--- src/hw/rtl/ngh_pkg.sv ---
// Types, constants and helpers of the n-gram histogram counter
package ngh_pkg;

    localparam int unsigned ALPHABET_SIZE_DEF = 32;
    localparam int unsigned MAX_GRAM_DEF      = 3;

    localparam int unsigned SYM_IN_W  = 5;
    localparam int unsigned BIN_W     = 15;
    localparam int unsigned BIN_DEPTH = 2 ** BIN_W;
    localparam int unsigned CNT_W     = 32;
    localparam int unsigned LEN_W     = 2;
    localparam int unsigned STEP_W    = 8;
    localparam int unsigned CFG_IDX_W = 1;

    localparam logic [LEN_W-1:0]  GRAM_LENGTH_RST = 2'd2;
    localparam logic [STEP_W-1:0] GRAM_STEP_RST   = 8'd1;
    localparam logic [CNT_W-1:0]  CNT_MAX         = '1;

    typedef enum logic [CFG_IDX_W-1:0] {
        CFG_GRAM_LENGTH = 1'b0,
        CFG_GRAM_STEP   = 1'b1
    } t_cfg_idx;

    typedef enum logic {
        CMD_PUSH = 1'b0,
        CMD_READ = 1'b1
    } t_cmd;

    typedef struct packed {
        t_cmd                command;
        logic [SYM_IN_W-1:0] symbol;
        logic [BIN_W-1:0]    read_bin;
    } t_in_req;

    typedef struct packed {
        logic             counted;
        logic [BIN_W-1:0] bin_index;
        logic [CNT_W-1:0] bin_count;
        logic [CNT_W-1:0] total_grams;
    } t_out_res;

    typedef struct packed {
        t_cmd             command;
        logic             counted;
        logic [BIN_W-1:0] bin;
        logic [CNT_W-1:0] total;
    } t_hist_req;

    function automatic logic [CNT_W-1:0] sat_inc(input logic [CNT_W-1:0] v);
        return (v == CNT_MAX) ? v : v + 1'b1;
    endfunction

endpackage

--- src/hw/rtl/ngh_stream.sv ---
// Symbol window, gram phase and running total of counted grams
module ngh_stream
    import ngh_pkg::*;
#(
    parameter int unsigned ALPHABET_SIZE = ALPHABET_SIZE_DEF,
    parameter int unsigned MAX_GRAM      = MAX_GRAM_DEF
) (
    input  logic                 i_clk,
    input  logic                 i_rst_n,
    input  logic                 i_cfg_write,
    input  logic [CFG_IDX_W-1:0] i_cfg_index,
    input  logic [STEP_W-1:0]    i_cfg_data,
    input  logic                 i_accept,
    input  t_in_req              i_req,
    output t_hist_req            o_hreq
);

    localparam int unsigned SYM_W     = $clog2(ALPHABET_SIZE);
    localparam int unsigned WIN_W     = $clog2(ALPHABET_SIZE ** MAX_GRAM);
    localparam int unsigned SEEN_W    = $clog2(MAX_GRAM + 1);
    localparam int unsigned LW        = (SEEN_W > LEN_W) ? SEEN_W : LEN_W;
    localparam int unsigned ACC_W     = WIN_W + SYM_W + 1;
    localparam int unsigned EXT_W     = (WIN_W > BIN_W) ? WIN_W : BIN_W;
    localparam int unsigned SYM_RANGE = 2 ** SYM_IN_W;

    logic [SYM_W-1:0]  sym_lut [SYM_RANGE];

    logic [LEN_W-1:0]  r_len;
    logic [STEP_W-1:0] r_step;
    logic [SYM_W-1:0]  r_digits [MAX_GRAM];
    logic [SEEN_W-1:0] r_seen;
    logic [STEP_W-1:0] r_phase;
    logic [CNT_W-1:0]  r_total;

    logic [SYM_W-1:0]  n_digits [MAX_GRAM];
    logic [SEEN_W-1:0] n_seen;
    logic [STEP_W-1:0] n_phase;
    logic [CNT_W-1:0]  n_total;

    logic [LW-1:0]     len_x;
    logic [LW-1:0]     eff_len;
    logic [STEP_W-1:0] eff_step;
    logic [ACC_W-1:0]  acc;
    logic [EXT_W-1:0]  win_ext;
    logic [BIN_W-1:0]  gram_bin;
    logic              complete;
    logic              counted;
    logic              is_push;

    for (genvar g = 0; g < SYM_RANGE; g++) begin : g_lut
        localparam int unsigned RED = g % ALPHABET_SIZE;
        assign sym_lut[g] = SYM_W'(RED);
    end

    always_comb begin
        len_x = LW'(r_len);
        if (len_x == '0) begin
            eff_len = LW'(1);
        end else if (len_x > LW'(MAX_GRAM)) begin
            eff_len = LW'(MAX_GRAM);
        end else begin
            eff_len = len_x;
        end
        eff_step = (r_step == '0) ? STEP_W'(1) : r_step;
    end

    always_comb begin
        n_digits[0] = sym_lut[i_req.symbol];
        for (int k = 1; k < MAX_GRAM; k++) begin
            n_digits[k] = r_digits[k-1];
        end
        acc = '0;
        for (int k = MAX_GRAM - 1; k >= 0; k--) begin
            if (LW'(k) < eff_len) begin
                acc = ACC_W'(acc[WIN_W-1:0] * ACC_W'(ALPHABET_SIZE)) + ACC_W'(n_digits[k]);
            end
        end
        win_ext  = EXT_W'(acc[WIN_W-1:0]);
        gram_bin = win_ext[BIN_W-1:0];
    end

    always_comb begin
        n_seen   = (r_seen < SEEN_W'(MAX_GRAM)) ? SEEN_W'(r_seen + 1'b1) : r_seen;
        complete = (LW'(n_seen) >= eff_len);
        n_phase  = r_phase;
        counted  = 1'b0;
        if (complete) begin
            if (n_phase >= eff_step) begin
                n_phase = '0;
            end
            counted = (n_phase == '0);
            n_phase = STEP_W'(n_phase + 1'b1);
            if (n_phase >= eff_step) begin
                n_phase = '0;
            end
        end
        n_total = counted ? sat_inc(r_total) : r_total;
    end

    always_comb begin
        is_push        = (i_req.command == CMD_PUSH);
        o_hreq.command = i_req.command;
        o_hreq.counted = is_push && counted;
        o_hreq.bin     = is_push ? (counted ? gram_bin : '0) : i_req.read_bin;
        o_hreq.total   = is_push ? n_total : r_total;
    end

    always_ff @(posedge i_clk) begin
        if (!i_rst_n) begin
            r_len    <= GRAM_LENGTH_RST;
            r_step   <= GRAM_STEP_RST;
            r_digits <= '{default: '0};
            r_seen   <= '0;
            r_phase  <= '0;
            r_total  <= '0;
        end else if (i_cfg_write) begin
            unique case (t_cfg_idx'(i_cfg_index))
                CFG_GRAM_LENGTH: r_len  <= i_cfg_data[LEN_W-1:0];
                CFG_GRAM_STEP:   r_step <= i_cfg_data;
            endcase
            r_digits <= '{default: '0};
            r_seen   <= '0;
            r_phase  <= '0;
        end else if (i_accept && is_push) begin
            r_digits <= n_digits;
            r_seen   <= n_seen;
            r_phase  <= n_phase;
            r_total  <= n_total;
        end
    end

endmodule

--- config.mk ---
export PLATFORM = sky130hd
export DESIGN_NAME = ngh_stream
export DESIGN_NICKNAME = d
export VERILOG_FILES = /design/src/hw/rtl/ngh_pkg.sv /design/src/hw/rtl/ngh_stream.sv
export SDC_FILE = /design/constraint.sdc
export NUM_CORES = 1
export LEC_CHECK = 0
export ABC_AREA = 1
export BUFFER_PORTS_ARGS = -buffer_cell sky130_fd_sc_hd__buf_2
export CAP_MARGIN = 40
export CELL_PAD_IN_SITES_DETAIL_PLACEMENT = 1
export CELL_PAD_IN_SITES_GLOBAL_PLACEMENT = 1
export CORE_UTILIZATION = 43
export DETAILED_ROUTE_END_ITERATION = 10
export HOLD_SLACK_MARGIN = 0.12
export PLACE_DENSITY_LB_ADDON = 0.1
export SLEW_MARGIN = 20
export SYNTH_ARGS = -nofsm -noshare
export SYNTH_HDL_FRONTEND = slang
export SYNTH_SLANG_ARGS = --single-unit
--- constraint.sdc ---
create_clock -name i_clk -period 9 [get_ports i_clk]
set_input_delay 0.9 -clock i_clk [delete_from_list [all_inputs] [get_ports i_clk]]
set_output_delay 0.9 -clock i_clk [all_outputs]
set_load 0.01 [all_outputs]
Yosys cells after proc, flatten, opt, wreduce, memory -nomap -nowiden
Memories as Yosys holds them, arrays and structs flattened.
Cells that the tools add are included.
{ "totals": {"reg_bits": 62, "romBits": 160, "inputBits": 34, "out_inout_bits": 49, "elab_cells": 56, "memories": 1} }
{ "memory_table": {"columns": ["name", "words", "word_bits", "rd", "rd_clocked_by_memory_dff", "write_ports", "line", "rtl"], "rows": [
  ["(name not given)", 32, 5, 1, 0, 0, "ngh_stream.sv:68", "n_digits[0] = sym_lut[i_req.symbol];"]
]} }
{ "classes": {"add_sub_neg": 5, "n_lt_le_gt_ge": 9, "n_eq_ne": 1, "n_mux": 18, "bitwise_logic": 5, "n_reduce_logical": 10} }
{ "ops": {"columns": ["op", "count"], "rows": [
  ["$mux 32", 3],
  ["$mux 15", 3],
  ["$add 32x1->32 const B", 1],
  ["$eq 32x32->1 const B", 1],
  ["$mux 8", 4],
  ["$ge 8x8->1", 2],
  ["$logic_not 8->1", 2],
  ["$add 15x5->15", 1],
  ["$mux 5", 3],
  ["$add 10x5->11", 1],
  ["$mux 11", 1],
  ["$add 8x1->8 const B", 1],
  ["$reduce_and 2->1", 4],
  ["$ge 6x6->1 const B", 1],
  ["$mux 2", 3],
  ["$not 5->6", 1],
  ["$lt 1x2->1 const A", 2],
  ["$not 1->1", 4],
  ["$add 2x1->2 const B", 1],
  ["$ge 2x2->1", 1],
  ["$gt 2x2->1 const B", 1],
  ["$logic_and 1x1->1", 2],
  ["$logic_not 2->1", 1],
  ["$lt 2x2->1 const A", 1],
  ["3 further kinds", 3]
]} }

Longest topological paths before layout
Gate-level depths: netlist of run 1.
{ "depth": {"depth_word": 11, "mapped_depth": 25, "depth_no_buf": 25} }

Least setup slack after synthesis of run 1
Ideal clock, no wire load.
{ "synth_path": {"path_kind": "flip-flop to flip-flop", "from": "register r_step[7]", "to": "register r_phase[4]", "setup_time_ps": 70, "arrival_ps": 2973, "required_time_ps": 8930, "setup_slack_ps": 5957, "path_stages_with_launch": 24, "path_buffers": 0, "period_less_slack_ps": 3043, "path_cell_list": "dfxtp_1 nor4_1 a41o_1 ha_1 inv_1 nand2_1 nand2_1 nand2_1 nand2_1 nand2_1 nand2_1 nand3_1 nor2_1 nand3_1 nand2_1 and2_1 ha_1 nand2_1 nor2_1 nand4_1 o2111ai_1 nor2_1 nand3_1 a21oi_1"} }
{ "synth_via": {"elab_chain_len": 8} }
{ "synth_lines": {"columns": ["item", "line", "rtl"], "rows": [
  ["start, declared", "ngh_stream.sv:29", "logic [STEP_W-1:0] r_step;"],
  ["start signal, assigned", "ngh_stream.sv:119", "CFG_GRAM_STEP: r_step <= i_cfg_data;"],
  ["$logic_not 8->1", "ngh_stream.sv:64", "eff_step = (r_step == '0) ? STEP_W'(1) : r_step;"],
  ["$mux 8 *", "ngh_stream.sv:64", null],
  ["$ge 8x8->1", "ngh_stream.sv:88", "if (n_phase >= eff_step) begin"],
  ["$mux 8", "ngh_stream.sv:88", null],
  ["$mux 8", "ngh_stream.sv:87", "if (complete) begin"],
  ["$add 8x1->8", "ngh_stream.sv:92", "n_phase = STEP_W'(n_phase + 1'b1);"],
  ["$ge 8x8->1", "ngh_stream.sv:93", "if (n_phase >= eff_step) begin"],
  ["$mux 8 *", "ngh_stream.sv:93", null],
  ["end signal, assigned", "ngh_stream.sv:127", "r_phase <= n_phase;"],
  ["end, declared", "ngh_stream.sv:32", "logic [STEP_W-1:0] r_phase;"]
]} }
Every way passes the cells marked *; elsewhere a longest branch is shown, timed or not. The select of a mux whose other input is x is not followed.
A chain may end at the register's enable or synchronous reset.

==> summary.md, run 1 <==
| Metric | Value |
|---|---|
| Clk slew on worst S/H paths | `0.05 ns` |
| Antenna viol nets, final | `0` |
| Clk_lat worst skew | `0.34 ns` |
| Dpl hpwl | `13.7 mm` |
| Via Count | `around 6,300` |
| Hold_sp | `n_digits[5]` |
| DRC Markers | `0` |
| Status | `completed` |
| Commonest register cell after synthesis | `dfxtp_1` |
| Worst R2R Setup Slack | `between 5 and 6 ns` |
| Worst path cell trace | `inv_1 -> or2_2 -> ha_1 -> inv_1 -> nand2_1 -> a21oi_1 -> inv_1 -> buf_4 -> nand3_2 -> nand2_1 -> nand2_1 -> nand2_1 -> nand2_1 -> buf_2` |
| Slew HR | `55.1%` |
| Num Clock Sinks | `62` |
| Clk_skew | `0.00528 ns` |
| Num ports | `83` |
| Cell area after synthesis | `approximately 5700 um2` |
| Vias in the first global route | `6,126` |
| CP max-delay cell | `dfxtp_1` |
| Max Cap Viol | `0` |
| Ant diodes | `0` |
| Worst-margin pin slew | `0.671 ns` |
| Row count | `41` |
| Via density | `~5.2` |
| RR Startpoint | `r_step[1]` |
| Area Growth Syn to Fin | `14.7%` |
| VDD IR-drop max | `0.0714 mV` |
| Synth top area cells | `nand2_1 (25%), dfxtp_1 (22%), inv_1 (8.2%), nand3_1 (6.4%), nor2_1 (5.2%)` |
| Cells after Synth | `975` |
| Crit Path Category | `flip-flop to primary output` |
| Post-Place Cells | `1,197` |
| GRT Overall Usage | `28.0%` |
| Routability cong. | `0.935` |
| Final slew viol count | `0` |
| Hold Crit Class | `flip-flop to flip-flop` |
| Post-synthesis adder-cell area fraction | `between 4 and 5%` |
| Setup_tns | `0 ns` |
| Initial Util | `between 40 and 50%` |
| Clock buffer depth | `2` |
| Worst R2R End | `r_phase[6]` |
| Synth Warn # | `0` |
| Setup violations, final | `0` |
| Worst Hold Endpoint | `n_digits[5]` |
| H-tree levels | `3` |
| P_leak | `3.49 nW` |
| Dpl cell area | `between 6000 and 7000 um2` |
| Initial antenna violation count | `0` |
| Port Buffer Count | `82` |
| Fin crit share | `between 50 and 60%` |
| Xor/xnor cell area share of the yosys netlist | `0.310%` |
| RSZ-0062 raised after global routing | `no` |
| WHS Path Cells | `2` |
| Largest family of logic cells by synthesized area | `simple AND/OR/NAND/NOR gates` |
| Cell variety after synth | `43` |
| Post-synthesis compound-gate area fraction | `10.3%` |
| #FFs+latches synth | `62` |
| Top-count cell post-synth | `nand2_1` |
| Largest area contributor in the netlist | `nand2_1` |
| Hold_buf cts | `0` |
| Fin area | `6490 um2` |
| Total area of sequential cells | `around 1200 um2` |
| Final net count | `1,089` |
| DRT Pass-1 Iters | `4` |
| Max incr delay on CP | `0.48 ns` |
| Final Power | `0.000832 W` |
| Max Fanout on Critical Path | `24` |
| Post-synthesis mux area share | `0%` |
| Multi-input combinational cell area | `3710 um2` |
| Total core area | `12,700 um2` |
| Non-filler instance count after layout | `between 1,000 and 1,500` |
| Fraction of layout cells with a size suffix above 1 | `15.6%` |
| Cell Pwr Density | `128 nW/um2` |
| Syn avg cell area | `5.80 um2` |
| Cts bufs inserted | `9` |
| Top cell family by delay on the critical path | `simple AND/OR/NAND/NOR gates` |
| Horiz. Die Dim | `around 120 um` |
| Largest net degree at the start of global routing | `between 40 and 50` |
| Total die area | `roughly 14,000 um2` |
| Critical path capture point type | `primary output` |
| Root Driver | `clkbuf_16` |
| CTS resizes | `0` |
| Aggregate global routing overflow | `0` |
| Initial DRC count | `347` |
| CTS tree | `built` |
| Hold Violations, Final | `0` |
| WP data arrival | `3.78 ns` |
| Post-synth EDFFs | `0` |
| Worst Path Required | `8.10 ns` |
| Fmax | `214 MHz` |
| Setup Fix Bufs, Post-CTS | `0` |
| Post-synthesis sequential area ratio | `21.9%` |
| R2R depth | `22` |
| Filler instances | `1,887` |
| First-pass GRT wire length | `30.0 mm` |
| Final WL | `around 18 mm` |
| Cell mode on critical path | `nand2_1` |
| WL/cell | `14.9 um` |
| Tmin final | `4.68 ns` |
| CP bufs+invs | `5` |
| Startpoint Class | `flip-flop` |
| Synth top area share | `24.9%` |
| Post-synth top cells | `nand2_1 (376), inv_1 (124), nor2_1 (79)` |
| Net Count, Synth | `approximately 1,000` |
| Chip height | `around 120 um` |
| Async SR Flop Fraction | `0%` |
| Synth Area in Simple Gates | `between 50% and 60%` |
## worst min-delay path, stage by stage (launching register included)
cell and delay (ns):
dfxtp_1 0.31, inv_1 0.07, a21oi_1 0.05
## flip-flops by register name (all words and copies together), names as in the netlist
signal    count
r_total      32
n_digits     10
r_phase       8
r_step        8
len_x         2
r_seen        2
## layer usage
metal | up-vias | part of all wire [%] | GRT usage (%)
met4 | 0 | 1.3 | 6.75
met2 | 96 | 45 | 45.5
li1 | 3239 | - | -
met1 | 2961 | 50 | 38.9
met3 | 18 | 3.1 | 4.10
met5 | - | 0 | 0
## metrics by stage
stage          setup slack [ns]  hold WS, ns  util, %
6_report                   4.32        0.475     51.0
5_1_grt                    3.99        0.500     51.0
4_1_cts                    4.27        0.476     51.0
3_5_place_dp               4.65        0.463     48.5
3_3_place_gp               4.71        0.458     47.9
2_1_floorplan              5.96        0.431        -
## cell usage in the layout (no fill, tap or decap), types with 2 or more instances in the layout
cell type / n
bufinv_16: 2
dfxtp_1: 62
xor2_1: 2
nand4_2: 9
inv_2: 5
buf_16: 2
nand3_1: 72
nor2_2: 4
nand4_4: 2
a21oi_1: 59
clkbuf_16: 9
nand4_1: 31
ha_1: 19
o21ai_0: 28
nand3_2: 20
and2_1: 2
nor3_1: 5
clkinv_2: 3
nand2_1: 376
buf_2: 82
clkinv_1: 2
nand2_4: 2
o21ai_1: 10
nor2_4: 5
nand3_4: 2
nand2_2: 2
buf_4: 4
nor2_1: 78
inv_1: 124
## final cells by class
type                    instances  share of cell area [%]
clock inverters                 6                    1.33
clock buffers                  10                    3.53
flip-flops and latches         62                    19.1
inverters                     132                    7.65
repair buffers                 89                    7.94
multi-input cells             742                    57.1
well taps                     172                    3.32
## where the power goes
group / internal, W / switching [W]
Sequential: 0.000287 / 0.0000154
Combinational: 0.0000533 / 0.0000985
Clock: 0.000242 / 0.000137
## worst max-delay path by stage
stage,cells past startpoint,start,slack (ns),end
after global placement,14,len_x[1],4.71,o_hreq[3]
after detailed placement,14,len_x[1],4.65,o_hreq[2]
final,14,len_x[1],4.32,o_hreq[2]
after floorplan,23,r_step[7],5.96,r_phase[4]
after global routing,14,len_x[1],3.99,o_hreq[2]
after CTS,14,len_x[1],4.27,o_hreq[2]
## logic make-up (layout without fill, tap and decap cells)
family / count (synthesis) / count (layout)
AO/OA/AOI/OAI: 105 / 105
XOR/XNOR: 2 / 2
adder cells (fa/ha/maj): 19 / 19
buffers and inverters: 171 / 237
flip-flops: 62 / 62
AND/OR/NAND/NOR: 616 / 616
(Power assumes the default switching activity.)
==> run 2, diff against run 1 <==
Settings changed: CORE_UTILIZATION 43 to 36.
Clock period 9 ns to 4.3 ns, I/O delays scaled along.
==> summary.md, run 2 (synthesized netlist as in run 1, its figures left out) <==
| Metric | Value |
|---|---|
| Status | `completed` |
| Num Clock Sinks | `62 (unchanged)` |
| Row count | `45 (+9.8%)` |
| Initial antenna violation count | `0 (unchanged)` |
| Largest reg by FF count | `r_total` |
| Clk slew on worst S/H paths | `0.06 ns (about the same)` |
| Pre-CTS setup slack | `0.506 ns (-4.14 ns)` |
| Sw Pwr | `0.000527 W (+110%)` |
| Int Pwr | `0.00117 W (+100%)` |
| Slew HR | `52.8% (-2.3 points)` |
| Total core area | `15,300 um2 (+20%)` |
| Sw Share | `31.1% (+0.95 points)` |
| Hold Crit Class | `input pin to flip-flop` |
| Commonest non-fill, non-tap cells in the layout | `nand2_1 (376), inv_1 (123), buf_2 (82)` |
| Aggregate global routing overflow | `0 (unchanged)` |
| Cell Pwr Density | `261 nW/um2 (+100%)` |
| WP data arrival | `3.38 ns (-0.40 ns)` |
| Setup_tns | `0 ns (unchanged)` |
| Final net count | `1,092 (+0.28%)` |
| Final WL | `18.7 mm (+3.4%)` |
| Area Growth Syn to Fin | `15.1%` |
| Clock power share | `44.3% (-1.2 points)` |
| Filler instances | `2,159 (+14%)` |
| Worst Path Required | `3.87 ns (-4.23 ns)` |
| Startpoint Class | `flip-flop` |
| Worst hold slack | `0.339 ns (-0.136 ns)` |
| DRT Pass-1 Iters | `4 (unchanged)` |
| VDD IR-drop max | `0.179 mV (+150%)` |
| Crit Path Category | `flip-flop to primary output` |
| RSZ-0062 raised after global routing | `no` |
| CTS tree | `built` |
| Largest register FFs | `32 (unchanged)` |
| Port Buffer Count | `82 (unchanged)` |
| First-pass GRT wire length | `31.5 mm (+5.0%)` |
| P_leak | `3.48 nW (-0.22%)` |
| Critical path capture point type | `primary output` |
| Initial Util | `37.1% (-7.4 points)` |
| Clock buffer depth | `2 (unchanged)` |
| Vias in the first global route | `6,221 (+1.6%)` |
| Largest net degree at the start of global routing | `48 (+17%)` |
| Non-filler instance count after layout | `1,254 (+3.4%)` |
| Max Fanout on Critical Path | `24 (unchanged)` |
| Initial DRC count | `242 (-30%)` |
| Logic gate share of total power | `18.5% (+0.3 points)` |
| Worst-margin pin slew | `0.705 ns (+0.0339 ns)` |
| Final worst slack | `0.495 ns (-3.82 ns)` |
| Ant diodes | `0 (unchanged)` |
| Max Cap Viol | `0 (unchanged)` |
| Total die area | `16,200 um2 (+19%)` |
| Routability cong. | `0.850 (-9.1%)` |
| Tmin final | `3.81 ns` |
| Fin crit share | `88.5%` |
| Reg power frac | `37.2% (+0.9 points)` |
| Clk_skew | `0.00553 ns (+0.000250 ns)` |
| Chip height | `127 um (+9.1%)` |
| Clk_lat worst skew | `0.34 ns (about the same)` |
| Fmax | `approximately 260 MHz` |
| Via Count | `6,288 (-0.41%)` |
| Hold Violations, Final | `0 (unchanged)` |
| Post-Place Cells | `1,239 (+3.5%)` |
| Horiz. Die Dim | `127 um (+9.1%)` |
| Setup Fix Bufs, Post-CTS | `0 (unchanged)` |
| Most common cell after layout, fill and taps aside | `nand2_1` |
| Dpl hpwl | `14.0 mm (+2.4%)` |
| Hold_buf cts | `0 (unchanged)` |
| Setup violations, final | `0 (unchanged)` |
| Via density | `5.01 (-3.7%)` |
| Root Driver | `clkbuf_16` |
| CTS resizes | `0 (unchanged)` |
| H-tree levels | `3 (unchanged)` |
| WL/cell | `14.9 um (about the same)` |
| GRT Overall Usage | `24.5% (-3.5 points)` |
| Num ports | `83 (unchanged)` |
| Cts bufs inserted | `9 (unchanged)` |
| DRC Markers | `0 (unchanged)` |
| Final slew viol count | `0 (unchanged)` |
| Fraction of layout cells with a size suffix above 1 | `15.8% (+0.26 points)` |
| Antenna viol nets, final | `0 (unchanged)` |
-- run 2: power groups by stage --
| stage | Clock (W) | Combinational [W] | Sequential, W |
|---|---|---|---|
| 3_5_place_dp | 0 | 0.000316 | 0.000644 |
| 3_3_place_gp | 0 | 0.000309 | 0.000643 |
| 5_1_grt | 0.000794 | 0.000361 | 0.000636 |
| 4_1_cts | 0.000770 | 0.000318 | 0.000632 |
| 2_1_floorplan | 0 | 0.000219 | 0.000633 |
| 6_report | 0.000752 | 0.000314 | 0.000631 |
-- run 2: worst max-delay path, cell delays in order (launching register included) --
cell and delay, ns:
dfxtp_1 0.33, nor4_1 0.31, a41o_1 0.28, ha_1 0.19, inv_1 0.04, nand2_1 0.05, nand2_1 0.04, nand2_1 0.05
nand2_1 0.06, nand2_1 0.12, nand2_4 0.08, nor2_8 0.18, o41ai_4 0.11, buf_4 0.24, nand3_2 0.45, nand2_1 0.16
nand2_1 0.09, nand2_1 0.05, nand2_1 0.07, buf_2 0.13
-- run 2: layout make-up --
cell class / count / area [um2] / share of cell area, %
multi-input combinational: 742 / 3710 / 56.9
sequential: 62 / 1240 / 19.1
timing repair buffer: 92 / 513 / 7.88
inverter: 132 / 497 / 7.63
tap: 211 / 264 / 4.05
clock buffer: 11 / 243 / 3.73
clock inverter: 4 / 47.5 / 0.730
-- run 2: stage by stage --
stage	utilization, %	power (W)	instance area [um2]
2_1_floorplan	-	0.000852	5660
3_3_place_gp	40.5	0.000952	6180
3_5_place_dp	40.8	0.000960	6220
4_1_cts	42.7	0.00172	6510
5_1_grt	42.7	0.00179	6510
6_report	42.7	0.00170	6510
-- run 2: path summary, 6_finish.rpt --
path	to	from	depth (start not counted)	slack, ns
max	o_hreq[28]	r_step[1]	19	0.49
min	n_digits[9]	i_req[19]	3	0.34
min reg2reg	r_step[0]	r_step[0]	2	0.47
max reg2reg	r_phase[6]	r_step[1]	24	0.53
-- run 2: per-layer routing --
layer | vias up | wire (um) | part of all wire (%) | track usage [%]
li1 | 3235 | - | - | -
met1 | 2933 | 8570 | 46 | 30.5
met2 | 100 | 9090 | 49 | 42.5
met3 | 20 | 636 | 3.4 | 4.23
met4 | 0 | 379 | 2.0 | 8.26
met5 | - | 0 | 0 | 0
==> run 3, diff against run 2 <==
Settings changed: PLACE_DENSITY set to 0.9, PLACE_DENSITY_LB_ADDON 0.1 to unset.
==> summary.md, run 3 (synthesized netlist as in run 1, its figures left out) <==
| Metric | Value |
|---|---|
| Status | `completed` |
| Fin util | `42.7% (about the same)` |
| Fin crit share | `88.8% (+0.27 points)` |
| Largest register FFs | `32 (unchanged)` |
| WHS Path Cells | `3 (unchanged)` |
| GRT Overall Usage | `24.2% (-0.29 points)` |
| Worst-margin pin slew | `0.734 ns (+0.0292 ns)` |
| Root Driver | `clkbuf_16` |
| Initial DRC count | `290 (+20%)` |
| CP max-delay cell | `nand3_2` |
| P_leak | `3.48 nW (about the same)` |
| Clock buffer depth | `2 (unchanged)` |
| Via Count | `6,570 (+4.5%)` |
| Fmax | `262 MHz (-0.31%)` |
| Hold Crit Class | `input pin to flip-flop` |
| Dpl cell area | `6220 um2 (about the same)` |
| Clk_skew | `0.00689 ns (+0.00136 ns)` |
| Cell mode on critical path | `nand2_1` |
| Crit path capture | `o_hreq[28]` |
| Max incr delay on CP | `0.50 ns (+0.05 ns)` |
| Antenna viol nets, final | `0 (unchanged)` |
| Levels on crit path | `13 (-6)` |
| Dpl hpwl | `14.2 mm (+1.3%)` |
| Aggregate global routing overflow | `0 (unchanged)` |
| Final WL | `18.6 mm (-0.51%)` |
| Setup_tns | `0 ns (unchanged)` |
| Via density | `5.23 (+4.3%)` |
| Initial Util | `37.1% (unchanged)` |
| Horiz. Die Dim | `127 um (unchanged)` |
| Highest Signal Layer | `met4` |
| Max Cap Viol | `0 (unchanged)` |
| Hold Violations, Final | `0 (unchanged)` |
| Worst path cell trace | `inv_1 -> or2_2 -> ha_1 -> inv_1 -> nand2_1 -> a21oi_1 -> inv_1 -> nand3_2 -> nand2_1 -> nand2_1 -> nand2_1 -> nand2_1 -> buf_2` |
| VDD IR-drop max | `0.193 mV (+7.6%)` |
| Non-filler instance count after layout | `1,256 (+0.16%)` |
| Final net count | `1,093 (+0.092%)` |
| Clk slew on worst S/H paths | `0.06 ns (about the same)` |
| Setup Fix Bufs, Post-CTS | `0 (unchanged)` |
| WL/cell | `14.8 um (-0.67%)` |
| RR Startpoint | `r_step[1]` |
| Tmin final | `3.82 ns (+0.0117 ns)` |
| Num Clock Sinks | `62 (unchanged)` |
| Worst R2R End | `r_phase[4]` |
| Total core area | `15,300 um2 (unchanged)` |
| Critical path capture point type | `primary output` |
| Total die area | `16,200 um2 (unchanged)` |
| DR WL met2 | `8.92 mm (-1.9%)` |
| Cell Pwr Density | `255 nW/um2 (-2.0%)` |
| Fin area | `6510 um2 (about the same)` |
| Worst R2R Setup Slack | `0.54 ns (about the same)` |
| Chip height | `127 um (unchanged)` |
| Clk_lat worst skew | `0.36 ns (+0.02 ns)` |
| Worst Path Required | `3.87 ns (about the same)` |
| Hold_buf cts | `0 (unchanged)` |
| First-pass GRT wire length | `31.5 mm (+0.20%)` |
| Filler instances | `2,145 (-0.65%)` |
| DRT Pass-1 Iters | `5 (+1)` |
| Row count | `45 (unchanged)` |
| Cts bufs inserted | `9 (unchanged)` |
| Top cell family by delay on the critical path | `simple AND/OR/NAND/NOR gates` |
| Initial antenna violation count | `0 (unchanged)` |
| Port Buffer Count | `82 (unchanged)` |
| Area Growth Syn to Fin | `15.0% (about the same)` |
| Crit Path Category | `flip-flop to primary output` |
| CTS tree | `built` |
| Commonest non-fill, non-tap cells in the layout | `nand2_1 (376), inv_1 (124), buf_2 (82)` |
| WL met1 | `8.43 mm (-1.7%)` |
| Final slew viol count | `0 (unchanged)` |
| Ant diodes | `0 (unchanged)` |
| CTS resizes | `0 (unchanged)` |
| Final worst slack | `0.483 ns (-0.0117 ns)` |
| Largest net degree at the start of global routing | `48 (unchanged)` |
| DRC Markers | `0 (unchanged)` |
| R2R depth | `23 (-4.2%)` |
| Fraction of layout cells with a size suffix above 1 | `16.0% (+0.16 points)` |
| Post-Place Cells | `1,240 (+0.081%)` |
| Most common cell after layout, fill and taps aside | `nand2_1` |
| Vias in the first global route | `6,609 (+6.2%)` |
| Largest reg by FF count | `r_total` |
| Slew HR | `50.9% (-2.0 points)` |
| WP data arrival | `3.39 ns (about the same)` |
| Critical path origin | `len_x[1]` |
| Num ports | `83 (unchanged)` |
| Setup violations, final | `0 (unchanged)` |
| Startpoint Class | `flip-flop` |
| Routability cong. | `0.992 (+17%)` |
| Pre-CTS setup slack | `0.655 ns (+0.149 ns)` |
| Max Fanout on Critical Path | `24 (unchanged)` |
| Met3 wire length | `884 um (+39%)` |
| CP bufs+invs | `4 (+1)` |
| RSZ-0062 raised after global routing | `no` |
| H-tree levels | `3 (unchanged)` |
## run 3: changes by cell type in the layout (fill, tap and decap cells not counted), sizes merged
cell and change:
buf +1, clkinvlp +1, clkinv +1, bufinv -1
## run 3: power breakdown
| group | switching, W | internal [W] |
|---|---|---|
| sequential | 0.0000316 | 0.000600 |
| combinational | 0.000207 | 0.000110 |
| clock | 0.000294 | 0.000420 |
## run 3: cell type report
class	count	area (um2)	area share, %
Multi-Input combinational cell	742	3710	56.9
Sequential cell	62	1240	19.1
Timing Repair Buffer	93	515	7.92
Inverter	132	497	7.63
Tap cell	211	264	4.06
Clock buffer	11	253	3.88
Clock inverter	5	33.8	0.519
## run 3: worst min path at each step
stage                   from           to  slack (ns)
6_report       i_cfg_data[0]    r_step[0]        0.33
5_1_grt            i_req[19]  n_digits[9]        0.34
4_1_cts        i_cfg_data[0]    r_step[0]        0.33
3_5_place_dp       r_step[0]    r_step[0]        0.46
3_3_place_gp       r_seen[1]    r_seen[1]        0.45
2_1_floorplan      r_step[0]    r_step[0]        0.43
## run 3: routing by layer
| layer | global-route usage [%] | vias to the layer above |
|---|---|---|
| met2 | 42.3 | 154 |
| met3 | 6.07 | 31 |
| met4 | 8.19 | 0 |
| li1 | - | 3243 |
| met5 | 0 | - |
| met1 | 28.7 | 3142 |
## run 3: metrics by stage
| stage | total power, W | hold slack, ns |
|---|---|---|
| 2_1_floorplan | 0.000852 | 0.431 |
| 5_1_grt | 0.00174 | 0.340 |
| 4_1_cts | 0.00167 | 0.329 |
| 6_report | 0.00166 | 0.331 |
| 3_5_place_dp | 0.000959 | 0.455 |
| 3_3_place_gp | 0.000945 | 0.453 |
## run 3: worst reg2reg max path: stages, from the launching register on
cell and delay, ns:
dfxtp_1 0.32, nor4_1 0.26, a41o_1 0.25, ha_1 0.26, inv_1 0.08, nand2_1 0.06
nand2_1 0.06, nand2_1 0.05, nand2_1 0.05, nand2_1 0.04, nand2_1 0.12, nand3_1 0.14
nor2_1 0.24, nand3_1 0.16, nand2_1 0.12, and2_1 0.17, ha_1 0.25, nand2_1 0.08
nor2_1 0.05, nand4_1 0.06, o2111ai_1 0.11, nor2_1 0.46, nand3_1 0.15, a21oi_1 0.15
